===== config.mk =====
export PLATFORM = sky130hd
export DESIGN_NAME = slaw_front
export DESIGN_NICKNAME = d
export VERILOG_FILES = /design/src/slaw_pkg.sv /design/src/slaw_front.sv
export SDC_FILE = /design/constraint.sdc
export NUM_CORES = 1
export LEC_CHECK = 0
export ABC_AREA = 1
export ABC_CLOCK_PERIOD_IN_PS = 6700
export BUFFER_PORTS_ARGS = -buffer_cell sky130_fd_sc_hd__buf_4
export CORE_MARGIN = 3
export CORE_UTILIZATION = 60
export CTS_BUF_LIST = sky130_fd_sc_hd__clkbuf_8
export CTS_CLUSTER_SIZE = 28
export DETAILED_ROUTE_END_ITERATION = 16
export HOLD_SLACK_MARGIN = 0.12
export PLACE_DENSITY_LB_ADDON = 0.08
export SLEW_MARGIN = 20
export SYNTH_ARGS = -nofsm -noshare
export SYNTH_HDL_FRONTEND = slang
export SYNTH_SLANG_ARGS = --single-unit

===== constraint.sdc =====
create_clock -name i_clk -period 6.7 [get_ports i_clk]
set_input_delay 0.67 -clock i_clk [delete_from_list [all_inputs] [get_ports i_clk]]
set_output_delay 0.67 -clock i_clk [all_outputs]
set_load 0.005 [all_outputs]

===== src/slaw_pkg.sv =====
// ----------------------------------------------------------------------------
// slaw_pkg
// Types and fixed constants shared by the spherical lens address warp.
// ----------------------------------------------------------------------------
package slaw_pkg;

    localparam int LENS_SIZE    = 60;
    localparam int LENS_HALF    = LENS_SIZE / 2;
    localparam int INSIDE_LIMIT = LENS_SIZE * LENS_SIZE / 4;
    localparam int SCREEN_WIDTH = 320;

    localparam int COORD_W    = 6;
    localparam int OFS_W      = COORD_W + 1;
    localparam int SQ_W       = 2 * COORD_W;
    localparam int D2_W       = SQ_W + 1;
    localparam int RAD_W      = 7;
    localparam int RAD2_W     = 2 * RAD_W;
    localparam int DEPTH_W    = 8;
    localparam int MAG_W      = DEPTH_W + COORD_W;
    localparam int LEFT_W     = 9;
    localparam int TOP_W      = 8;
    localparam int ADDR_W     = 16;
    localparam int CFG_DATA_W = 9;

    typedef enum logic [1:0] {
        CFG_LENS_LEFT     = 2'd0,
        CFG_LENS_TOP      = 2'd1,
        CFG_LENS_DEPTH    = 2'd2,
        CFG_SPHERE_RADIUS = 2'd3
    } t_cfg_idx;

    typedef struct packed {
        logic [COORD_W-1:0] column;
        logic [COORD_W-1:0] row;
    } t_in_item;

    typedef struct packed {
        logic              inside_res;
        logic [ADDR_W-1:0] source_address;
        logic [ADDR_W-1:0] target_address;
    } t_out_item;

    typedef struct packed {
        logic [COORD_W-1:0] column;
        logic [COORD_W-1:0] row;
        logic               in_lens;
        logic               neg_x;
        logic               neg_y;
    } t_side;

    typedef struct packed {
        t_side            side;
        logic [MAG_W-1:0] mag_x;
        logic [MAG_W-1:0] mag_y;
    } t_sq_side;

endpackage


===== src/slaw_front.sv =====
// ----------------------------------------------------------------------------
// slaw_front
// Two stages: center offsets, squares and scaled magnitudes, then the
// inside test and the radicand.
// ----------------------------------------------------------------------------
module slaw_front
    import slaw_pkg::*;
(
    input  logic                      i_clk,
    input  logic                      i_rst_n,
    input  logic                      i_en,
    input  logic                      i_vld,
    input  t_in_item                  i_item,
    input  logic signed [DEPTH_W-1:0] i_lens_depth,
    input  logic [RAD_W-1:0]          i_sphere_radius,
    output logic                      o_vld,
    output logic [RAD2_W-1:0]         o_diff,
    output t_sq_side                  o_side
);

    logic [OFS_W-1:0]   w_px;
    logic [OFS_W-1:0]   w_py;
    logic [COORD_W-1:0] w_ax;
    logic [COORD_W-1:0] w_ay;
    logic [DEPTH_W-1:0] w_depth_mag;
    logic [D2_W-1:0]    w_d2;
    logic               w_inside;

    logic               r_s1_vld;
    t_side              r_s1_side;
    t_side              n_s1_side;
    logic [SQ_W-1:0]    r_s1_sqx;
    logic [SQ_W-1:0]    n_s1_sqx;
    logic [SQ_W-1:0]    r_s1_sqy;
    logic [SQ_W-1:0]    n_s1_sqy;
    logic [RAD2_W-1:0]  r_s1_rad2;
    logic [RAD2_W-1:0]  n_s1_rad2;
    logic [MAG_W-1:0]   r_s1_magx;
    logic [MAG_W-1:0]   n_s1_magx;
    logic [MAG_W-1:0]   r_s1_magy;
    logic [MAG_W-1:0]   n_s1_magy;

    logic               r_s2_vld;
    t_sq_side           r_s2_side;
    t_sq_side           n_s2_side;
    logic [RAD2_W-1:0]  r_s2_diff;
    logic [RAD2_W-1:0]  n_s2_diff;

    always_comb begin
        w_px = OFS_W'(i_item.column) - OFS_W'(LENS_HALF);
        w_py = OFS_W'(i_item.row) - OFS_W'(LENS_HALF);
        w_ax = w_px[OFS_W-1] ? COORD_W'(-w_px) : COORD_W'(w_px);
        w_ay = w_py[OFS_W-1] ? COORD_W'(-w_py) : COORD_W'(w_py);
        w_depth_mag = i_lens_depth[DEPTH_W-1] ? DEPTH_W'(-i_lens_depth)
                                              : DEPTH_W'(i_lens_depth);
        n_s1_side.column  = i_item.column;
        n_s1_side.row     = i_item.row;
        n_s1_side.in_lens = 1'b0;
        n_s1_side.neg_x   = w_px[OFS_W-1] ^ i_lens_depth[DEPTH_W-1];
        n_s1_side.neg_y   = w_py[OFS_W-1] ^ i_lens_depth[DEPTH_W-1];
        n_s1_sqx  = SQ_W'(w_ax) * SQ_W'(w_ax);
        n_s1_sqy  = SQ_W'(w_ay) * SQ_W'(w_ay);
        n_s1_rad2 = RAD2_W'(i_sphere_radius) * RAD2_W'(i_sphere_radius);
        n_s1_magx = MAG_W'(w_depth_mag) * MAG_W'(w_ax);
        n_s1_magy = MAG_W'(w_depth_mag) * MAG_W'(w_ay);
    end

    always_comb begin
        w_d2     = D2_W'(r_s1_sqx) + D2_W'(r_s1_sqy);
        w_inside = w_d2 < D2_W'(INSIDE_LIMIT);
        n_s2_side.side         = r_s1_side;
        n_s2_side.side.in_lens = w_inside;
        n_s2_side.mag_x        = r_s1_magx;
        n_s2_side.mag_y        = r_s1_magy;
        if (w_inside && (r_s1_rad2 > RAD2_W'(w_d2))) begin
            n_s2_diff = r_s1_rad2 - RAD2_W'(w_d2);
        end else begin
            n_s2_diff = '0;
        end
    end

    always_ff @(posedge i_clk) begin
        if (!i_rst_n) begin
            r_s1_vld <= 1'b0;
            r_s2_vld <= 1'b0;
        end else if (i_en) begin
            r_s1_vld <= i_vld;
            r_s2_vld <= r_s1_vld;
        end
    end

    always_ff @(posedge i_clk) begin
        if (i_en) begin
            r_s1_side <= n_s1_side;
            r_s1_sqx  <= n_s1_sqx;
            r_s1_sqy  <= n_s1_sqy;
            r_s1_rad2 <= n_s1_rad2;
            r_s1_magx <= n_s1_magx;
            r_s1_magy <= n_s1_magy;
            r_s2_side <= n_s2_side;
            r_s2_diff <= n_s2_diff;
        end
    end

    assign o_vld  = r_s2_vld;
    assign o_diff = r_s2_diff;
    assign o_side = r_s2_side;

endmodule


Word level (Yosys, flattened, before mapping):

Cells that the tools add are included.

* add/sub/neg operators: 7
* $mul: 5
* $lt $le $gt $ge: 2
* mux-type cells: 3
* bitwise gates (word level): 2
* reduce and logical (&&, ||, !) cells: 1

Operator list (count)
* 8-bit by 6-bit multiplier with 14-bit output: 2
* 6-bit by 6-bit multiplier with 12-bit output: 2
* 14-bit by 13-bit greater-than comparator with 1-bit output: 1
* 7-bit by 7-bit multiplier with 14-bit output: 1
* 14-bit by 13-bit subtractor with 14-bit output: 1
* 6-bit by 5-bit subtractor with 7-bit output, second input constant: 2
* 12-bit by 12-bit adder with 13-bit output: 1
* 13-bit by 10-bit less-than comparator with 1-bit output, second input constant: 1
* 6-bit 2-to-1 mux: 2
* 6-bit negator: 2
* 8-bit 2-to-1 mux: 1
* 8-bit negator: 1
* 1-bit bitwise XOR: 2
* 1-bit logical AND: 1

* register bits: 139
* output and inout port bits: 58
* word-level logic and storage cells: 39

Depth between registers and ports, before layout:

Gate-level depths: netlist (run 1).

* depth in word-level cells: 4
* depth in mapped cells: 25
* mapped depth without buffers: 25

Worst setup path after synthesis (run 1):

No wires, ideal clock.

* path type: input port to flip-flop
* from: input i_lens_depth[0]
* to: register r_s1_magy[12] (data pin)
* setup time: 0.252 ns
* data arrival time: 4.522 ns
* data required time: 6.448 ns
* path slack: 1.926 ns
* stages: 21
* buffers on the path: 0
* path through: clkinv_1 ha_1 inv_1 nor3_1 or2_2 xor2_2 inv_1 nor2_1 fa_1 fa_1 inv_1 fa_1 inv_1 ha_1 a21oi_1 o21a_1 nand2_1 a31oi_1 inv_1 nand2_1 nand2_1

* cells in the longest elaborated chain, start to end: 3

Ends and longest elaborated chain
* start, declared: RTL line slaw_front.sv:14 `input logic signed [DEPTH_W-1:0] i_lens_depth,`
* 8-bit negator: RTL line slaw_front.sv:54 `w_depth_mag = i_lens_depth[DEPTH_W-1] ? DEPTH_W'(-i_lens_depth)`
* 8-bit 2-to-1 mux (*): RTL line slaw_front.sv:54
* 8-bit by 6-bit multiplier with 14-bit output (*): RTL line slaw_front.sv:65 `n_s1_magy = MAG_W'(w_depth_mag) * MAG_W'(w_ay);`
* net n_s1_magy[12]: RTL line slaw_front.sv:41 `logic [MAG_W-1:0] n_s1_magy;`
* end signal, assigned: RTL line slaw_front.sv:99 `r_s1_magy <= n_s1_magy;`
* end, declared: RTL line slaw_front.sv:40 `logic [MAG_W-1:0] r_s1_magy;`

The timed path passes the listed nets; every way through them passes the cells marked *.
A chain may end at the register's enable or synchronous reset.

Final worst setup path (run 1):

* from: input i_lens_depth[0]
* to: register r_s1_magx[12] (data pin)

* cells in the longest elaborated chain, start to end: 3

Ends and longest elaborated chain
* 8-bit negator: RTL line slaw_front.sv:54
* 8-bit 2-to-1 mux (*): RTL line slaw_front.sv:54
* 8-bit by 6-bit multiplier with 14-bit output (*): RTL line slaw_front.sv:64 `n_s1_magx = MAG_W'(w_depth_mag) * MAG_W'(w_ax);`
* net n_s1_magx[12]: RTL line slaw_front.sv:39 `logic [MAG_W-1:0] n_s1_magx;`
* end signal, assigned: RTL line slaw_front.sv:98 `r_s1_magx <= n_s1_magx;`
* end, declared: RTL line slaw_front.sv:38 `logic [MAG_W-1:0] r_s1_magx;`

Marked as above.

==> metrics.md, run 1 <==
| Metric | Value |
|---|---|
| Cell types occupying the most area after synthesis | `edfxtp_1, fa_1, ha_1, nand2_1, inv_1` |
| Ratio of final minimum period to clock period | `0.771` |
| Remaining antenna violation count | `0` |
| Level count of the clock H-tree | `4` |
| Area growth from synthesis to layout | `12.0%` |
| Total Neg Setup Slack | `0 ns` |
| Clock power share | `0.150` |
| Die Ht | `145 µm` |
| Count of cells resized by post-cts repair | `0` |
| Flops & latches, synth | `134` |
| Maximum clock skew at final layout | `0.0127 ns` |
| Total of endpoints with negative setup slack in the final report | `0` |
| Share of layout cells above drive strength 1 | `0.128` |
| Remaining DRCs | `0` |
| Total routing resource utilization after global routing | `0.237` |
| Critical path class | `input pin to register` |
| Peak supply drop | `242 µV` |
| Unrepaired setup endpoints after global routing | `false` |
| Library cell with the largest summed area after synthesis | `edfxtp_1` |
| Clock sink count | `134` |
| Register area | `4000 µm²` |
| Min-Delay Path Class | `input pin to register` |
| Post-Route WL | `23400 µm` |
| Sequence of cells on the critical path | `buf_4 > clkinv_1 > ha_1 > inv_1 > nor3_1 > or2_2 > xor2_2 > inv_1 > nor2_1 > fa_1 > fa_1 > inv_1 > fa_1 > inv_1 > ha_1 > inv_1 > nor4_1 > o21ai_0 > nand3_1 > xor2_1` |
| Antenna cell count | `0` |
| Pwr per Cell Area | `401 nW/µm²` |
| Endpoints failing hold | `0` |
| Least-Margin Pin Slew | `1.04 ns` |
| Clk buf depth | `2` |
| Highest Clock Rate | `194 MHz` |
| Internal power summed over all cells | `0.00286 W` |
| Most used standard cell by instance count after synthesis | `nand2_1` |
| Delay of the slowest cell on the worst path | `0.55 ns` |
| Pleak | `6.59 nW` |
| Hold_buf cts | `0` |
| Post-layout minimum cycle time | `5.16 ns` |
| Root buffer cell | `clkbuf_8` |
| Cell mode on critical path | `inv_1` |
| Part of the total power dissipated in sequential elements | `0.257` |
| Final layout net count | `1606` |
| Post-synth ARST share | `0` |
| Clock tree from TritonCTS | `done` |
| Number of flops mapped to enable cells by yosys | `132` |
| Number of fillers in the final layout | `1534` |
| Crit path max-delay cell type | `fa_1` |
| Top cells by instance count after synthesis | `nand2_1, inv_1, edfxtp_1, nor2_1, ha_1` |
| Max-slew violation count | `0` |
| Summed instance area of the synthesized netlist | `11500 µm²` |
| Vias in the first global route | `8300` |
| Core region area | `18800 µm²` |
| Average cell area after synthesis | `9.04 µm²` |
| Maximum number of pins on one net before global-route repair | `87` |
| Mean number of vias per cell | `5.18` |
| Global-route wire length before repair | `39100 µm` |
| Number of distinct library cells after synthesis | `51` |
| Headroom to the max-slew limit | `0.307` |
| Worst EP required | `7.01 ns` |
| Number of detailed-route iterations in the first pass | `6` |
| Yosys top cell area share | `0.343` |
| Grt ovf | `0` |
| Setup Fix Bufs, Post-CTS | `0` |
| Max-cap violation count | `0` |
| DIE WIDTH | `145 µm` |
| Core Rows | `50` |
| Instance count of the mapped netlist | `1277` |
| Initial standard-cell utilization of the core | `0.613` |
| Count of vias placed by the detailed router | `8513` |
| Part of the power in combinational logic | `0.593` |
| Worst-path clk slew | `0.08 ns` |
| Run status | `completed` |
| Net switching power | `0.00232 W` |
| Post-route standard cell area excluding fillers | `12900 µm²` |
| Antenna violations before repair | `0` |
| Drt first-iter violations | `474` |
| Clock latency of the later-clocked register in the worst-skew pair | `0.47 ns` |
| Boundary pin count | `89` |
| Crit path launch type | `input pin` |
| Number of buffers inserted during clock tree synthesis | `17` |
| Post-synth net total | `1513` |
| Endpoint arrival time on the critical path | `5.47 ns` |
| Average wire length per cell after detail routing | `14.2 µm` |
| Part of the Yosys area used for sequential elements | `0.347` |
| Number of warnings printed during yosys synthesis | `0` |
| Main flop type after synthesis | `edfxtp_1` |
| Area enclosed by the die boundary | `21000 µm²` |
| Switching power as a share of total power | `0.448` |
| Port Buf Inserts | `88` |
| Footprint of the multi-input gates | `6520 µm²` |
| Placed inst area | `12500 µm²` |
| Critical Path End Type | `register` |
| Highest fanout seen on the critical path | `9` |
| Routability Congestion | `0.883` |
| Dpl hpwl | `18500 µm` |
-- worst paths after layout --
path	start	endpoint	slack [ns]	depth (start not counted)
max	i_lens_depth[0]	r_s1_magx[12]	1.54	20
min	i_item[5]	n_s2_side[36]	0.39	1
max reg2reg	r_s1_sqy[3]	o_diff[0]	3.53	15
min reg2reg	r_s1_magy[3]	o_side[3]	0.42	0
-- power by group through the flow --
stage / combinational, W / clock, W / sequential [W]
6_report: 0.00307 / 0.000778 / 0.00133
5_1_grt: 0.00352 / 0.000825 / 0.00136
4_1_cts: 0.00308 / 0.000794 / 0.00134
3_5_place_dp: 0.00305 / 0 / 0.00135
3_3_place_gp: 0.00302 / 0 / 0.00135
2_1_floorplan: 0.00235 / 0 / 0.00134
-- worst max-delay path: cells and delay by family --
kind / cells / cell delay [ns]
simple gates: 5 / 0.98
fa+ha+maj: 5 / 2.23
compound gates: 1 / 0.17
buf+inv: 7 / 0.91
xor+xnor: 2 / 0.50
-- metrics by stage --
step            util  worst slack, ns  power (W)  hold slack, ns  cells
2_1_floorplan      -             1.93    0.00369           0.400   1277
3_3_place_gp   0.662             1.19    0.00437           0.401   1611
3_5_place_dp   0.662             1.13    0.00440           0.405   1611
4_1_cts        0.686             1.62    0.00521           0.362   1643
5_1_grt        0.687             1.16    0.00570           0.370   1643
6_report       0.687             1.54    0.00518           0.386   1643
-- registers in the layout (all words and copies together) (netlist names) --
register and flops:
r_s1_magx 14, r_s1_magy 14, r_s1_sqx 10, o_side 43
r_s1_rad2 13, r_s1_sqy 10, o_vld 1, o_diff 14
n_s2_side 14, r_s1_vld 1
-- cells by family (layout without fill, tap and decap cells) --
family	Yosys count	count (layout)	synth area share
simple gates	508	508	0.189
compound gates	96	96	0.0490
flops	134	134	0.347
xor+xnor	65	65	0.0499
buf+inv	268	374	0.0893
mux	1	1	0.000975
fa+ha+maj	205	205	0.275
-- cells in the final DEF (no fill, tap or decap), types with 5 or more instances in the layout --
| master | netlist | final |
|---|---|---|
| nand2_1 | 258 | 258 |
| nor2_1 | 132 | 132 |
| inv_2 | 10 | 10 |
| nand3b_1 | 5 | 5 |
| xor2_1 | 54 | 53 |
| a21oi_1 | 50 | 50 |
| fa_1 | 82 | 82 |
| nand2_2 | 9 | 9 |
| inv_1 | 239 | 239 |
| clkbuf_8 | 0 | 17 |
| xnor2_1 | 10 | 10 |
| nor3_1 | 6 | 6 |
| nand3_1 | 50 | 50 |
| ha_1 | 123 | 123 |
| a21o_1 | 5 | 5 |
| nand4_1 | 12 | 12 |
| buf_4 | 1 | 89 |
| nor2_2 | 13 | 13 |
| edfxtp_1 | 132 | 132 |
| o21ai_0 | 15 | 15 |
-- cell type report --
class / instances / share of cell area
Multi-Input combinational cell: 875 / 0.504
Sequential cell: 134 / 0.310
Clock buffer: 17 / 0.0181
Tap cell: 260 / 0.0252
Inverter: 252 / 0.0732
Timing Repair Buffer: 90 / 0.0525
Clock inverter: 15 / 0.0169
-- layer usage --
layer	vias to the layer above	track usage	routed length [µm]
li1	4256	-	-
met1	3957	0.329	10500
met2	255	0.379	11100
met3	45	0.0480	1340
met4	0	0.0712	505
met5	-	0	0
Note: power is estimated with default switching activity, not from simulation.
==> run 2, diff against run 1 <==
- ABC_AREA: 1 -> 0
- ABC_CLOCK_PERIOD_IN_PS: 6700 -> 4150
- CORE_UTILIZATION: 60 -> 57
- clock period: 6.7 -> 4.15 ns (I/O delays scaled with it)
==> run 2 against run 1 <==
- worst setup slack lost 2.1 ns
- clock power grew 30%
- cell count shrank 1.4%
- critical path depth shrank 1
- die area grew 2.7%
- global-route usage shrank 0.81 points
- critical path type unchanged
- the run now ends with negative setup slack left
- synthesized cell count shrank 15%
- first-iteration DRC count shrank 17%
- sequential power grew 53%
- non-clock buffer count grew 183
- clock skew shrank 0.0041 ns
==> metrics.md, run 2 <==
| Metric | Value |
|---|---|
| Most common cell after layout, fill and taps aside | `buf_4` |
| CP delay by family, top | `adder cells` |
| Critical Path End Type | `register` |
| Mean number of vias per cell | `5.35 (+3.2%)` |
| Number of distinct library cells after synthesis | `77 (+51%)` |
| Dpl hpwl | `18200 µm (-1.5%)` |
| Main flop type after synthesis | `edfxtp_1` |
| Post-Route WL | `24400 µm (+4.4%)` |
| Critical path class | `input pin to register` |
| Min-Delay Path Class | `input pin to register` |
| Count of vias placed by the detailed router | `8666 (+1.8%)` |
| Clock sink count | `134 (unchanged)` |
| Post-layout minimum cycle time | `4.68 ns` |
| Drt first-iter violations | `392 (-17%)` |
| Least-Margin Pin Slew | `0.943 ns (-0.0959 ns)` |
| Ratio of final minimum period to clock period | `1.13` |
| Clock latency of the later-clocked register in the worst-skew pair | `0.45 ns (-0.02 ns)` |
| Yosys top cell area share | `0.351 (+0.00799)` |
| Pleak | `6.74 nW (+2.3%)` |
| Buffers plus inverters on the worst setup path | `5 (-2)` |
| Endpoint arrival time on the critical path | `4.98 ns (-0.49 ns)` |
| Routability Congestion | `0.906 (+2.6%)` |
| DIE WIDTH | `147 µm (+1.4%)` |
| Share of layout cells above drive strength 1 | `0.345 (+0.217)` |
| Area enclosed by the die boundary | `21500 µm² (+2.7%)` |
| Average wire length per cell after detail routing | `15.1 µm (+5.9%)` |
| Number of detailed-route iterations in the first pass | `5 (-1)` |
| Max-slew violation count | `0 (unchanged)` |
| Unrepaired setup endpoints after global routing | `true` |
| Remaining antenna violation count | `0 (unchanged)` |
| Max-cap violation count | `0 (unchanged)` |
| Post-layout instance count excluding filler cells | `1620 (-1.4%)` |
| Worst EP required | `4.44 ns (-2.57 ns)` |
| Post-synth net total | `1319 (-13%)` |
| Level count of the clock H-tree | `4 (unchanged)` |
| Highest fanout seen on the critical path | `7 (-2)` |
| Endpoints failing hold | `0 (unchanged)` |
| Worst-path clk slew | `0.08 ns (about the same)` |
| Initial standard-cell utilization of the core | `0.592 (-0.0218)` |
| Peak supply drop | `595 µV (+150%)` |
| Final layout net count | `1584 (-1.4%)` |
| Crit path max-delay cell type | `fa_1` |
| Most used standard cell by instance count after synthesis | `nor2_1` |
| Top cells by instance count after synthesis | `nor2_1, edfxtp_1, inv_1` |
| Core Rows | `50 (unchanged)` |
| Clk buf depth | `2 (unchanged)` |
| Port Buf Inserts | `88 (unchanged)` |
| Vias in the first global route | `8557 (+3.1%)` |
| Maximum number of pins on one net before global-route repair | `107 (+23%)` |
| Antenna cell count | `0 (unchanged)` |
| Number of warnings printed during yosys synthesis | `0 (unchanged)` |
| Number of buffers inserted during clock tree synthesis | `17 (unchanged)` |
| Number of flops mapped to enable cells by yosys | `132 (unchanged)` |
| Remaining DRCs | `0 (unchanged)` |
| Summed instance area of the synthesized netlist | `11300 µm² (-2.3%)` |
| Flops & latches, synth | `134 (unchanged)` |
| Max reg flops | `43 (unchanged)` |
| Instance count of the mapped netlist | `1083 (-15%)` |
| Top library cells by usage in the layout, fill and taps aside | `buf_4, edfxtp_1, inv_1` |
| Highest Clock Rate | `214 MHz` |
| Clock tree from TritonCTS | `done` |
| Crit path launch type | `input pin` |
| Global-route wire length before repair | `40300 µm (+2.9%)` |
| Antenna violations before repair | `1 (+1)` |
| Overall power | `0.00859 W (+66%)` |
| Violations in the final reports | `negative setup slack` |
| Total routing resource utilization after global routing | `0.229 (-0.00814)` |
| Cell types occupying the most area after synthesis | `edfxtp_1, fa_1, ha_1, nor2_1, inv_1` |
| Pwr per Cell Area | `578 nW/µm² (+44%)` |
| Part of the Yosys area used for sequential elements | `0.355 (+0.00807)` |
| Slack of the critical path | `-0.532 ns (-2.07 ns)` |
| Post-synth ARST share | `0 (unchanged)` |
| Final core utilization | `0.779 (+0.0924)` |
| Library cell with the largest summed area after synthesis | `edfxtp_1` |
| Total of endpoints with negative setup slack in the final report | `14 (+14)` |
| Root buffer cell | `clkbuf_8` |
| Run status | `finished, violations left` |
| Sequence of cells on the critical path | `buf_6 > or3_4 > or3_4 > nand2_2 > xor2_1 > buf_4 > buf_4 > nor2_1 > fa_1 > inv_1 > fa_1 > fa_1 > inv_1 > ha_1 > nand2_1 > o21ai_2 > or4_4 > a2111o_1 > o211ai_1` |
| Delay of the slowest cell on the worst path | `0.55 ns (about the same)` |
| Grt ovf | `0 (unchanged)` |
| Cell mode on critical path | `fa_1` |
| Maximum clock skew at final layout | `0.00854 ns (-0.00413 ns)` |
| Average cell area after synthesis | `10.4 µm² (+15%)` |
| Headroom to the max-slew limit | `0.371 (+0.0640)` |
| Area growth from synthesis to layout | `31.7%` |
| Post-place setup slack | `-0.987 ns (-2.12 ns)` |
| Die Ht | `147 µm (+1.4%)` |
| Core region area | `19100 µm² (+1.3%)` |
| Total instance count after detailed placement | `1565 (-2.9%)` |
| Boundary pin count | `89 (unchanged)` |
==> run 2: worst register-to-register path: stages, from the launching register on <==
cell and delay [ns]:
edfxtp_1 0.42, ha_1 0.44, a211oi_4 0.12, o21ba_2 0.24, o311ai_1 0.44, inv_1 0.13, ha_1 0.41, a41o_1 0.28
a21o_1 0.19, a2111oi_0 0.39, a311oi_1 0.11, o41ai_2 0.10, buf_4 0.29, nor3_1 0.08
==> run 2: worst paths after layout <==
check | slack [ns] | from | to | depth (start not counted)
max reg2reg | 0.24 | r_s1_sqx[3] | o_diff[13] | 13
min reg2reg | 0.42 | n_s2_side[42] | o_side[42] | 0
min | 0.17 | i_item[8] | n_s2_side[39] | 1
max | -0.53 | i_lens_depth[4] | r_s1_magx[13] | 19
==> run 2: timing repair <==
| action | 4_1_cts | 5_1_grt |
|---|---|---|
| endpoints found under the setup margin | 16 | 33 |
| buffers inserted | 12 | 14 |
| pin swaps | 34 | 57 |
| gates resized for setup | 55 | 69 |
| hold buffers | 0 | 0 |
==> run 2: cells by family (layout without fill, tap and decap cells) <==
group,after synthesis,in the layout,synth area share
muxes,8,8,0.00721
and+or+nand+nor,355,355,0.155
AOI/OAI and AO/OA,143,143,0.0871
xor gates and xnor gates,75,75,0.0589
adders and majority gates,205,205,0.282
DFF,134,134,0.355
buffers and inverters,163,440,0.0553
==> run 2: area by class of cell <==
cell class | count | area [µm²]
clock inverter | 14 | 126
sequential | 134 | 4000
clock buffer | 17 | 234
multi-input combinational | 786 | 7500
inverter | 136 | 529
fill | 1244 | 4220
tap | 260 | 325
timing repair buffer | 273 | 2140
==> run 2: layer usage <==
metal,up-vias,GRT usage,part of all wire,routed length (µm)
met2,188,0.365,0.48,11700
met3,50,0.0457,0.052,1260
met5,-,0,0.00053,13
li1,4254,-,-,-
met4,2,0.0757,0.024,581
met1,4172,0.317,0.45,10900
==> run 2: stage by stage <==
stage / hold WS [ns] / cell area (µm²) / setup TNS, ns
3_3_place_gp: 0.401 / 13800 / -14.41
3_5_place_dp: 0.405 / 13800 / -16.02
2_1_floorplan: 0.400 / 11800 / -5.70
5_1_grt: 0.137 / 14900 / -5.72
6_report: 0.168 / 14900 / -3.40
4_1_cts: 0.139 / 14500 / -2.87
==> run 2: power by group <==
| part | switching (W) | internal, W |
|---|---|---|
| clock | 0.000537 | 0.000473 |
| sequential | 0.0000909 | 0.00195 |
| combinational | 0.00290 | 0.00264 |
==> run 3, diff against run 2 <==
- ABC_CLOCK_PERIOD_IN_PS: 4150 -> 4310
- CORE_UTILIZATION: 57 -> 60
- clock period: 4.15 -> 4.31 ns (I/O delays scaled with it)
==> run 3 against run 2 <==
- the flow still finishes with violations (negative setup slack)
- hold slack better by 0.012 ns
- first-iteration DRC count up 57%
- clock skew grew 0.0046 ns
- final area is 1.1% higher
- via count is 4.8% higher
- register-to-register slack improved by 0.04 ns
- die area down 4.8%
- non-clock buffer count is 30 higher
- wire length is 14% higher
- sequential cell count stayed put
- combinational power grew 4.2%
- sequential power is 3% lower
==> metrics.md, run 3 (synthesis results as in run 2) <==
| Metric | Value |
|---|---|
| Total routing resource utilization after global routing | `0.263 (+0.0342)` |
| Hold_buf cts | `0 (unchanged)` |
| Unrepaired setup endpoints after global routing | `true` |
| Max-cap violation count | `0 (unchanged)` |
| Mean number of vias per cell | `5.61 (+4.8%)` |
| Least-Margin Pin Slew | `0.918 ns (-0.0246 ns)` |
| Dpl hpwl | `18500 µm (+1.4%)` |
| Max-slew violation count | `0 (unchanged)` |
| Headroom to the max-slew limit | `0.388 (+0.0164)` |
| Drt first-iter violations | `614 (+57%)` |
| Violations in the final reports | `negative setup slack` |
| Die Ht | `143 µm (-2.4%)` |
| Grt ovf | `0 (unchanged)` |
| Total instance count after detailed placement | `1542 (-1.5%)` |
| Boundary pin count | `89 (unchanged)` |
| Average wire length per cell after detail routing | `17.2 µm (+14%)` |
| Pwr per Cell Area | `582 nW/µm² (+0.59%)` |
| Worst-path clk slew | `0.09 ns (about the same)` |
| Pleak | `6.89 nW (+2.2%)` |
| Post-layout minimum cycle time | `4.75 ns` |
| Number of fillers in the final layout | `1025 (-18%)` |
| Area growth from synthesis to layout | `33.1%` |
| Top library cells by usage in the layout, fill and taps aside | `buf_4, edfxtp_1, inv_1` |
| Highest Clock Rate | `211 MHz` |
| Number of buffers inserted during clock tree synthesis | `17 (unchanged)` |
| Clock tree from TritonCTS | `done` |
| Critical Path End Type | `register` |
| Min-Delay Path Class | `input pin to register` |
| Root buffer cell | `clkbuf_8` |
| Port Buf Inserts | `88 (unchanged)` |
| Core Rows | `49 (-2.0%)` |
| Crit path launch type | `input pin` |
| Endpoints failing hold | `0 (unchanged)` |
| Hold Startpoint | `i_item[8]` |
| Global-route wire length before repair | `42800 µm (+6.3%)` |
| Clock sink count | `134 (unchanged)` |
| Max reg flops | `43 (unchanged)` |
| Share of layout cells above drive strength 1 | `0.353 (+0.00813)` |
| Post-Route WL | `27900 µm (+14%)` |
| Total Neg Setup Slack | `-3.00 ns (+0.405 ns)` |
| Register area | `4000 µm² (unchanged)` |
| Launch instance of the worst register-to-register path | `r_s1_sqx[4]` |
| Placed inst area | `13800 µm² (+0.25%)` |
| Run status | `finished, violations left` |
| Footprint of the multi-input gates | `7440 µm² (-0.78%)` |
| Maximum number of pins on one net before global-route repair | `92 (-14%)` |
| Core region area | `18200 µm² (-4.6%)` |
| Highest fanout seen on the critical path | `5 (-2)` |
| Number of detailed-route iterations in the first pass | `5 (unchanged)` |
| Endpoint arrival time on the critical path | `5.04 ns (+0.06 ns)` |
| Post-route standard cell area excluding fillers | `15000 µm² (+1.1%)` |
| Post-layout instance count excluding filler cells | `1620 (unchanged)` |
| Clk buf depth | `2 (unchanged)` |
| Remaining DRCs | `0 (unchanged)` |
| Worst Setup SP | `i_lens_depth[3]` |
| Worst EP required | `4.61 ns (+0.17 ns)` |
| Routability Congestion | `0.902 (-0.44%)` |
| Maximum clock skew at final layout | `0.0132 ns (+0.00464 ns)` |
| Slack of the critical path | `-0.435 ns (+0.0962 ns)` |
| Level count of the clock H-tree | `4 (unchanged)` |
| Final layout net count | `1614 (+1.9%)` |
| Antenna cell count | `0 (unchanged)` |
| Peak supply drop | `566 µV (-4.9%)` |
| Total of endpoints with negative setup slack in the final report | `17 (+3)` |
| Ratio of final minimum period to clock period | `1.10` |
| Most common cell after layout, fill and taps aside | `buf_4` |
| Area enclosed by the die boundary | `20500 µm² (-4.8%)` |
| Initial standard-cell utilization of the core | `0.620 (+0.0283)` |
| Critical path class | `input pin to register` |
| Vias in the first global route | `9038 (+5.6%)` |
| Remaining antenna violation count | `0 (unchanged)` |
| Count of vias placed by the detailed router | `9084 (+4.8%)` |
| Clock latency of the later-clocked register in the worst-skew pair | `0.46 ns (about the same)` |
| Antenna violations before repair | `1 (unchanged)` |
| DIE WIDTH | `143 µm (-2.4%)` |
[run 3: cell types whose count changed in the layout (fill, tap and decap cells not counted), moves of 3 or more]
cell,previous run,this run
buf_4,255,277
buf_6,15,22
inv_2,9,15
inv_1,123,118
fa_1,77,80
fa_2,5,2
nor2_4,5,8
o21ai_2,7,4
xnor2_2,3,6
[run 3: final timing paths]
path | end | slack (ns) | depth (start not counted)
worst min register to register | o_side[4] | 0.40 | 0
worst min-delay path | n_s2_side[39] | 0.18 | 1
worst max register to register | o_diff[12] | 0.28 | 14
worst max-delay path | r_s1_magx[13] | -0.44 | 19
[run 3: metrics by stage]
stage / setup WS [ns] / power [W] / util / hold slack (ns)
6_report: -0.435 / 0.00874 / 0.825 / 0.180
5_1_grt: -0.566 / 0.00938 / 0.825 / 0.155
2_1_floorplan: -0.662 / 0.00534 / - / 0.400
3_3_place_gp: -0.772 / 0.00663 / 0.758 / 0.400
4_1_cts: -0.278 / 0.00818 / 0.804 / 0.164
3_5_place_dp: -0.838 / 0.00675 / 0.758 / 0.405
[run 3: power by group]
part,total (W),internal [W],switching (W),leakage [nW]
Sequential,0.00197,0.00188,0.0000904,1.32
Clock,0.00100,0.000456,0.000548,0.178
Combinational,0.00577,0.00274,0.00303,5.40
[run 3: cell type report]
type	count	area share
clock buffers	17	0.0156
clock inverters	15	0.00866
inverters	136	0.0351
multi-input cells	786	0.495
flip-flops and latches	134	0.266
well taps	229	0.0191
repair buffers	303	0.160
[run 3: layer usage]
layer,part of all wire,track usage,vias to the layer above,wire length (µm)
met1,0.42,0.347,4377,11600
met3,0.056,0.0455,76,1560
met2,0.50,0.439,323,13900
met4,0.029,0.0965,2,811
met5,0.00047,0,-,13
li1,-,-,4306,-
[run 3: what timing repair did]
item,CTS,global route
gates cloned,0,0
resized for setup,69,51
endpoints found under the setup margin,12,29
buffers inserted,29,20
pin swaps,52,68
hold endpoints to repair,0,0
[run 3: critical path, stage by stage]
cell	delay (ns)
buf_6	0.09
or3_4	0.38
or3_4	0.35
nand2_2	0.07
xor2_1	0.18
buf_4	0.19
nor2_2	0.05
fa_1	0.51
inv_2	0.04
fa_1	0.47
fa_1	0.53
inv_2	0.06
ha_4	0.24
a21o_1	0.17
a21oi_2	0.21
o21ai_2	0.09
or4_4	0.43
a2111o_1	0.42
o211ai_1	0.11
